`src/hdl/gls_pkg.sv`:
```
`default_nettype none
package gls_pkg;

  localparam int TIME_W    = 64;
  localparam int SIZE_W    = 16;
  localparam int WORK_W    = 32;
  localparam int GAP_W     = 32;
  localparam int OP_W      = 2;
  localparam int STATUS_W  = 3;
  localparam int CFG_IDX_W = 1;
  localparam int CFG_DATA_W = 32;
  localparam int QDEPTH    = 2;
  localparam int QPTR_W    = 1;
  localparam int PROD_W    = TIME_W + SIZE_W;

  localparam logic [6:0] PERCENT = 7'd100;

  localparam logic [OP_W-1:0] OP_ADD    = 2'd0;
  localparam logic [OP_W-1:0] OP_TASK   = 2'd1;
  localparam logic [OP_W-1:0] OP_FINISH = 2'd2;

  localparam logic [STATUS_W-1:0] ST_OK      = 3'd0;
  localparam logic [STATUS_W-1:0] ST_FULL    = 3'd1;
  localparam logic [STATUS_W-1:0] ST_ZERO    = 3'd2;
  localparam logic [STATUS_W-1:0] ST_NOSLOT  = 3'd3;
  localparam logic [STATUS_W-1:0] ST_NOSPAN  = 3'd4;

  localparam logic [CFG_IDX_W-1:0] CFG_TOTAL = 1'd0;
  localparam logic [CFG_IDX_W-1:0] CFG_GAP   = 1'd1;

  typedef struct packed {
    logic [OP_W-1:0]   op;
    logic              zero_size;
    logic [SIZE_W-1:0] psize;
    logic [WORK_W-1:0] work;
  } item_t;

endpackage
`default_nettype wire

```
`src/hdl/gls_front.sv`:
```
`default_nettype none
module gls_front (
  input  wire                       clk,
  input  wire                       rst_n,
  input  wire                       start,
  input  wire [gls_pkg::OP_W-1:0]   in_operation,
  input  wire [gls_pkg::SIZE_W-1:0] in_partition_size,
  input  wire [gls_pkg::WORK_W-1:0] in_work_amount,
  output logic                      busy,
  output logic                      q_valid,
  output gls_pkg::item_t            q_item,
  input  wire                       q_pop
);
  import gls_pkg::*;

  item_t             qmem [QDEPTH];
  logic [QPTR_W-1:0] wp_r, wp_nxt, rp_r, rp_nxt;
  logic [QPTR_W:0]   qcnt_r, qcnt_nxt;
  logic              push, pop;
  item_t             new_item;

  assign busy    = (qcnt_r == (QPTR_W+1)'(QDEPTH));
  assign q_valid = (qcnt_r != '0);
  assign q_item  = qmem[rp_r];
  assign push    = start && !busy;
  assign pop     = q_pop && q_valid;

  always_comb begin
    new_item.op        = in_operation;
    new_item.zero_size = (in_partition_size == '0);
    new_item.psize     = in_partition_size;
    new_item.work      = in_work_amount;
  end

  always_comb begin
    wp_nxt   = push ? wp_r + 1'b1 : wp_r;
    rp_nxt   = pop ? rp_r + 1'b1 : rp_r;
    qcnt_nxt = qcnt_r + (QPTR_W+1)'(push) - (QPTR_W+1)'(pop);
  end

  always_ff @(posedge clk) begin
    if (!rst_n) begin
      wp_r   <= '0;
      rp_r   <= '0;
      qcnt_r <= '0;
    end else begin
      wp_r   <= wp_nxt;
      rp_r   <= rp_nxt;
      qcnt_r <= qcnt_nxt;
    end
  end

  always_ff @(posedge clk) begin
    if (push) begin
      qmem[wp_r] <= new_item;
    end
  end

endmodule
`default_nettype wire

```
`config.mk`:
```
export PLATFORM = sky130hd
export DESIGN_NAME = gls_front
export DESIGN_NICKNAME = d
export VERILOG_FILES = /design/src/hdl/gls_pkg.sv /design/src/hdl/gls_front.sv
export SDC_FILE = /design/constraint.sdc
export NUM_CORES = 1
export LEC_CHECK = 0
export BUFFER_PORTS_ARGS = -buffer_cell sky130_fd_sc_hd__buf_4
export CAP_MARGIN = 20
export CORE_ASPECT_RATIO = 0.6
export CORE_MARGIN = 1.5
export CORE_UTILIZATION = 50
export CTS_BUF_LIST = sky130_fd_sc_hd__clkbuf_16
export CTS_CLUSTER_SIZE = 16
export DETAILED_ROUTE_END_ITERATION = 16
export PLACE_DENSITY = 0.72
export SKIP_CTS_REPAIR_TIMING = 1
export SYNTH_ARGS = -nofsm -noshare
export SYNTH_HDL_FRONTEND = slang
export SYNTH_SLANG_ARGS = --single-unit
```
`constraint.sdc`:
```
create_clock -name clk -period 6.5 [get_ports clk]
set_input_delay 0.325 -clock clk [delete_from_list [all_inputs] [get_ports clk]]
set_output_delay 0.325 -clock clk [all_outputs]
set_load 0.02 [all_outputs]
```
==> summary.md, run 1 <==
| Metric | Value |
|---|---|
| WP data required | 6170 ps |
| Avg Cell Area, Syn | 22.0 sq um |
| Port Buffers | 106 |
| Unrepaired setup endpoints after global routing | false |
| DR pass1 iterations | 4 |
| Critical path capture point type | output pin |
| DRC Markers | 0 |
| Antenna violations before repair | 0 |
| Tcrit/Tclk final | 0.344 |
| Worst Skew | 4.12 ps |
| Worst-Skew Late Latency | 340 ps |
| P&R area growth vs syn | 26.8% |
| CTS clk-pin slew, worst paths | 70 ps |
| Post-layout util | 0.666 |
| Setup WS post-layout | 4260 ps |
| Pwr Density | 411 nW/um^2 |
| Row count | 25 |
| MaxCap Viol Count | 0 |
| Netlist cell types | 21 |
| H-tree levels | 3 |
| Total Routing Usage GR | 0.160 |
| Layout cells sized above 1 | 0.579 |
| Final Hold Fails | 0 |
| Chip width | 121 um |
| R2r worst-path depth | 4 |
| GP Congestion | 0.759 |
| Die height | 74.1 um |
| CP Max Fanout | 51 |
| Longest Clk Path Bufs | 2 |
| Mapped Cells | 191 |
| Slew HR | 0.361 |
| Critical path class | flop to output pin |
| Placeable core region | 8010 sq um |
| CTS tree | yes |
| Final setup TNS | 0 ps |
| Number of global-route vias before repair | 1,970 |
| Worst min path class | input port to flop |
| Startpoint Class | flop |
| Final setup fails | 0 |
| Fin nets | 360 |
| Synth warn | 0 |
| Yosys top cell area share | 0.728 |
| TritonCTS sink count | 107 |
| Commonest non-fill, non-tap cell in the layout | buf_4 |
| Final std cells w/o fill | 417 |
| Final Critical Period | 2240 ps |
| Gr ovfl total | 0 |
| DP Cell Count | 401 |
| Die area | 8990 sq um |
| Max Slew Vio Count | 0 |
| WL final | 7.00 mm |
| Mapped Nets | 247 |
| First-pass GRT wire length | 10.2 mm |
| LEAKAGE | 0.00210 uW |
| Detailed Route Iter0 Violations | 92 |
| Pre-CTS WS | 4410 ps |
| Area occupied by multi-input gates | 930 sq um |
| Power consumption | 2190 uW |
| Root Buffer | clkbuf_16 |
| Worst-Margin Slew | 958 ps |
| Post-Syn Area | 4210 sq um |
| I/O pin count | 107 |
| Diode count | 0 |
| Starting density of the core | 0.525 |
| Register area | 3170 sq um |
| Yosys top cell by area | edfxtp_1 |
| FILL cells | 552 |
| Fmax | 447 MHz |
| Vias | 2,043 |
| Post-synthesis sequential area ratio | 0.752 |
| Synth area leaders | edfxtp_1 (73%), mux2_4 (18%), buf_12 (2.4%) |
| WL per Instance | 16.8 um |
| Vias per cell | 4.90 |
| CP arrival | 1910 ps |
| IR drop worst, VDD | 208 uV |
| Commonest non-fill, non-tap cells in the layout | buf_4 (108), edfxtp_1 (102), mux2_4 (50) |
| Post-synthesis register bit count | 107 |
| DP HPWL | 4.61 mm |
| Pin count of the biggest net entering global routing | 52 |
| Post-DRT Antenna Nets | 0 |
| Status | completed |
| TritonCTS Buffers | 9 |
| Hold depth | 1 |
[worst paths after layout]
check / from / slack (ps) / to
setup / recovery: flop / 4260 / q_item[38]
hold / removal: in_work_amount[27] / 170 / qmem[1][27]$_DFFE_PP_
setup reg to reg: qcnt_r[0]$_SDFF_PN0_ / 4430 / qmem[0][1]$_DFFE_PP_
hold reg to reg: rp_r$_SDFFE_PN0P_ / 530 / flop
[per-layer routing]
metal | track usage | routed length [um] | up-vias
li1 | - | - | 967
met1 | 0.224 | 3300 | 997
met2 | 0.235 | 3190 | 73
met3 | 0.0598 | 438 | 6
met4 | 0.0549 | 74 | 0
met5 | 0 | 0 | -
[layout make-up]
| type | count | share of cell area |
|---|---|---|
| Clock inverter | 7 | 0.0101 |
| Clock buffer | 9 | 0.0422 |
| Sequential cell | 107 | 0.594 |
| Multi-Input combinational cell | 75 | 0.174 |
| Tap cell | 108 | 0.0253 |
| Timing Repair Buffer | 108 | 0.152 |
| Inverter | 3 | 0.00211 |
[power breakdown]
| group | switching [uW] | leakage (uW) | internal, uW |
|---|---|---|---|
| logic | 331 | 0.000976 | 381 |
| registers | 96.0 | 0.000995 | 891 |
| clock network | 230 | 0.000128 | 261 |
| total | 657 | 0.00210 | 1530 |
[per-stage QoR]
step                      hold WS (ps)  area (sq um)
after CTS                          155          5330
after detailed placement           509          5050
final                              172          5330
after floorplan                    424          4210
after global placement             496          5050
after global routing               146          5330
[cell usage after synthesis]
master    number
mux2i_1        1
dfxtp_1        5
or2_2          1
and4_1         1
nor4_1         4
edfxtp_1     102
nand2_1        2
ha_1           2
and3_1         1
nand2b_1       2
mux2_4        50
mux2_2         1
buf_6          1
nor2_1         4
and2_1         2
inv_1          3
o21a_1         1
xnor2_1        1
xor2_1         1
buf_12         5
nor3_1         1
[cells by family (layout without fill, tap and decap cells)]
kind of cell             after synthesis  after routing  share of synthesized area
buffers and inverters                  9            127                     0.0291
multiplexers                          52             52                      0.184
XOR/XNOR                               2              2                    0.00416
AND/OR/NAND/NOR                       18             18                     0.0235
flip-flops                           107            107                      0.752
adder cells (fa/ha/maj)                2              2                    0.00595
AO/OA/AOI/OAI                          1              1                    0.00179
[state kept, by name, indices dropped and copies added, names as in the netlist, named ones only]
| signal | cells |
|---|---|
| qcnt_r | 2 |
| qmem | 102 |
| rp_r | 1 |
| wp_r | 1 |
[worst max-delay path: stages, from the launching register on]
cell,delay [ps]
dfxtp_4,980
mux2_2,430
buf_4,160
Power figures use the tool's default switching activity.
==> run 2: changes to the inputs <==
ABC_AREA = 1   (was not set)
CORE_UTILIZATION = 48   (was 50)
clock period = 1.95 ns   (was 6.5 ns; I/O delays follow)
==> run 2 against run 1 <==
Against the previous run:
- final area is 13% higher
- register-to-register slack worse by 4100 ps
- worst hold slack worse by 140 ps
- combinational power grew to 3.3 times the previous value
- sequential power grew to 3.1 times the previous value
- core utilization is 3.5 points higher
- largest cell class unchanged
- largest power group unchanged
- highest routed layer unchanged
==> summary.md, run 2 <==
| Metric | Value |
|---|---|
| Status | completed |
| Largest Register | qmem |
| Max Slew Vio Count | 0 (unchanged) |
| Detailed Route Iter0 Violations | 107 (+16%) |
| Grt met3 use | 0.0737 (+0.0139) |
| Yosys top cell area share | 0.714 (-0.0138) |
| Synth warn | 0 (unchanged) |
| DR pass1 iterations | 5 (+1) |
| Met2 GRT Util | 0.269 (+0.0340) |
| CP Max Fanout | 20 (-61%) |
| TritonCTS sink count | 107 (unchanged) |
| Yosys top cell by area | edfxtp_1 |
| Layout cells sized above 1 | 0.457 (-0.122) |
| WP data required | 1850 ps (-4320 ps) |
| Pin count of the biggest net entering global routing | 52 (unchanged) |
| Placeable core region | 8590 sq um (+7.3%) |
| Synth area leaders | edfxtp_1 (71%), mux2_4 (18%), buf_12 (2.3%) |
| Hold Startpoint | start |
| LEAKAGE | 0.00245 uW (+17%) |
| CTS clk-pin slew, worst paths | 70 ps (about the same) |
| Starting density of the core | 0.499 (-0.0260) |
| EDFF count, synth | 102 (unchanged) |
| Worst hold path endpoint | wp_r$_SDFFE_PN0P_ |
| Final Critical Period | 1780 ps |
| Root Buffer | clkbuf_16 |
| Worst Skew | 5.45 ps (+1.33 ps) |
| Reg-to-reg startpoint | qcnt_r[0]$_SDFF_PN0_ |
| I/O pin count | 107 (unchanged) |
| Die area | 9530 sq um (+6.0%) |
| WL per Instance | 16.1 um (-4.3%) |
| Commonest non-fill, non-tap cell in the layout | buf_4 |
| TritonCTS Buffers | 9 (unchanged) |
| P&R area growth vs syn | 40.3% |
| GR peak layer | met2 |
| Tcrit/Tclk final | 0.912 |
| Worst min path class | input port to flop |
| Netlist cell types | 13 (-38%) |
| GP Congestion | 0.819 (+8.0%) |
| Longest Clk Path Bufs | 2 (unchanged) |
| Slew HR | 0.729 (+0.368) |
| Total Routing Usage GR | 0.168 (+0.00736) |
| Final setup fails | 0 (unchanged) |
| Final setup TNS | 0 ps (unchanged) |
| FILL cells | 581 (+5.3%) |
| Die height | 76.2 um (+2.9%) |
| MaxCap Viol Count | 0 (unchanged) |
| First-pass GRT wire length | 11.8 mm (+16%) |
| Worst reg2reg path endpoint | qcnt_r[1]$_SDFF_PN0_ |
| Antenna violations before repair | 0 (unchanged) |
| Startpoint Class | flop |
| Post-layout util | 0.700 (+0.0345) |
| IR drop worst, VDD | 753 uV (+260%) |
| Fmax | 563 MHz |
| Unrepaired setup endpoints after global routing | false |
| Post-synthesis sequential area ratio | 0.738 (-0.0143) |
| Fin nets | 447 (+24%) |
| Hold depth | 3 (+2) |
| H-tree levels | 3 (unchanged) |
| Number of global-route vias before repair | 2,291 (+16%) |
| Avg Cell Area, Syn | 19.1 sq um (-13%) |
| R2r worst-path depth | 10 (+6) |
| Port Buffers | 106 (unchanged) |
| Vias | 2,442 (+20%) |
| Largest regs | qmem x102, qcnt_r x2 |
| DRC Markers | 0 (unchanged) |
| Mapped Cells | 224 (+17%) |
| Row count | 26 (+4.0%) |
| Pwr Density | 1210 nW/um^2 (+190%) |
| Post-Syn Area | 4290 sq um (+1.9%) |
| Vias per cell | 4.81 (-1.9%) |
| Worst-Skew Late Latency | 340 ps (about the same) |
| Max reg flops | 102 (unchanged) |
| Top cells by instance count after synthesis | edfxtp_1 (102), mux2_4 (50), inv_1 (21) |
| Routing usage on met1 | 0.205 (-0.0188) |
| Critical path capture point type | output pin |
| Gr ovfl total | 0 (unchanged) |
| DP HPWL | 5.12 mm (+11%) |
| Most numerous cell in the Yosys netlist | edfxtp_1 |
| Diode count | 0 (unchanged) |
| Critical path class | flop to output pin |
| Mapped Nets | 280 (+13%) |
| Top FF cell, synth | edfxtp_1 |
| Final Hold Fails | 0 (unchanged) |
| FF-to-FF setup slack | 280 ps (-4150 ps) |
| Post-synthesis register bit count | 107 (unchanged) |
| Commonest non-fill, non-tap cells in the layout | buf_4 (108), edfxtp_1 (102), dlygate4sd3_1 (51) |
| CP arrival | 1680 ps (-230 ps) |
| Worst-Margin Slew | 407 ps (-551 ps) |
| Post-DRT Antenna Nets | 0 (unchanged) |
| WL final | 8.16 mm (+17%) |
| CTS tree | yes |
| Chip width | 125 um (+3.0%) |
| Async SR Flop Fraction | 0 (unchanged) |
[run 2: changes by cell type in the layout (fill, tap and decap cells not counted), sizes merged, moves of 2 or more]
cell / delta
nand2b: -2
buf: +3
nand2: +15
nand3: +3
nor4: -4
a21oi: +2
inv: +17
nor2: +10
dlygate4sd3: +51
[run 2: logic make-up (layout without fill, tap and decap cells)]
group	Yosys count	after routing	share of synthesized area
fa+ha+maj	2	2	0.00584
mux	51	51	0.178
simple gates	35	35	0.0321
compound gates	2	2	0.00233
flops	107	107	0.738
buf+inv	27	199	0.0444
[run 2: how the worst max path moves through the flow]
stage | cells after the start | endpoint | startpoint
2_1_floorplan | 4 | qmem[0][0]$_DFFE_PP_ | qcnt_r[0]$_SDFF_PN0_
3_3_place_gp | 10 | qcnt_r[1]$_SDFF_PN0_ | qcnt_r[0]$_SDFF_PN0_
5_1_grt | 3 | q_item[45] | flop
3_5_place_dp | 10 | qcnt_r[1]$_SDFF_PN0_ | qcnt_r[0]$_SDFF_PN0_
4_1_cts | 3 | q_item[33] | flop
6_report | 3 | q_item[33] | flop
[run 2: cell type report]
class / instances / area, sq um / area share
Clock buffer: 9 / 225 / 0.0374
Inverter: 21 / 82.6 / 0.0137
Clock inverter: 7 / 77.6 / 0.0129
Sequential cell: 107 / 3170 / 0.526
Multi-Input combinational cell: 90 / 942 / 0.157
Tap cell: 112 / 140 / 0.0233
Timing Repair Buffer: 162 / 1380 / 0.230
[run 2: power by group]
part | leakage (uW) | total, uW | internal (uW) | switching (uW)
registers | 0.000995 | 3080 | 2920 | 162
logic | 0.00131 | 2360 | 1200 | 1160
clock network | 0.000146 | 1820 | 1000 | 813
total | 0.00245 | 7260 | 5120 | 2140
[run 2: metal layers]
metal,vias up,wire [um]
met1,1189,3560
met2,89,4040
met4,0,76
met5,-,0
li1,1154,-
met3,10,481
[run 2: through the flow]
stage	cells	power [uW]	cell area, sq um	setup slack, ps	hold slack, ps
finish	508	7260	6020	172	33.8
global route	508	7560	6020	111	29.6
CTS	457	7240	5510	143	-82.4
detailed placement	441	5410	5200	353	286
global placement	441	5370	5200	446	283
floorplan	224	4650	4300	191	191
[run 2: worst max-delay path, cell delays in order (launching register included)]
cell     delay (ps)
dfxtp_4         580
buf_12          250
mux2_4          330
buf_4           160
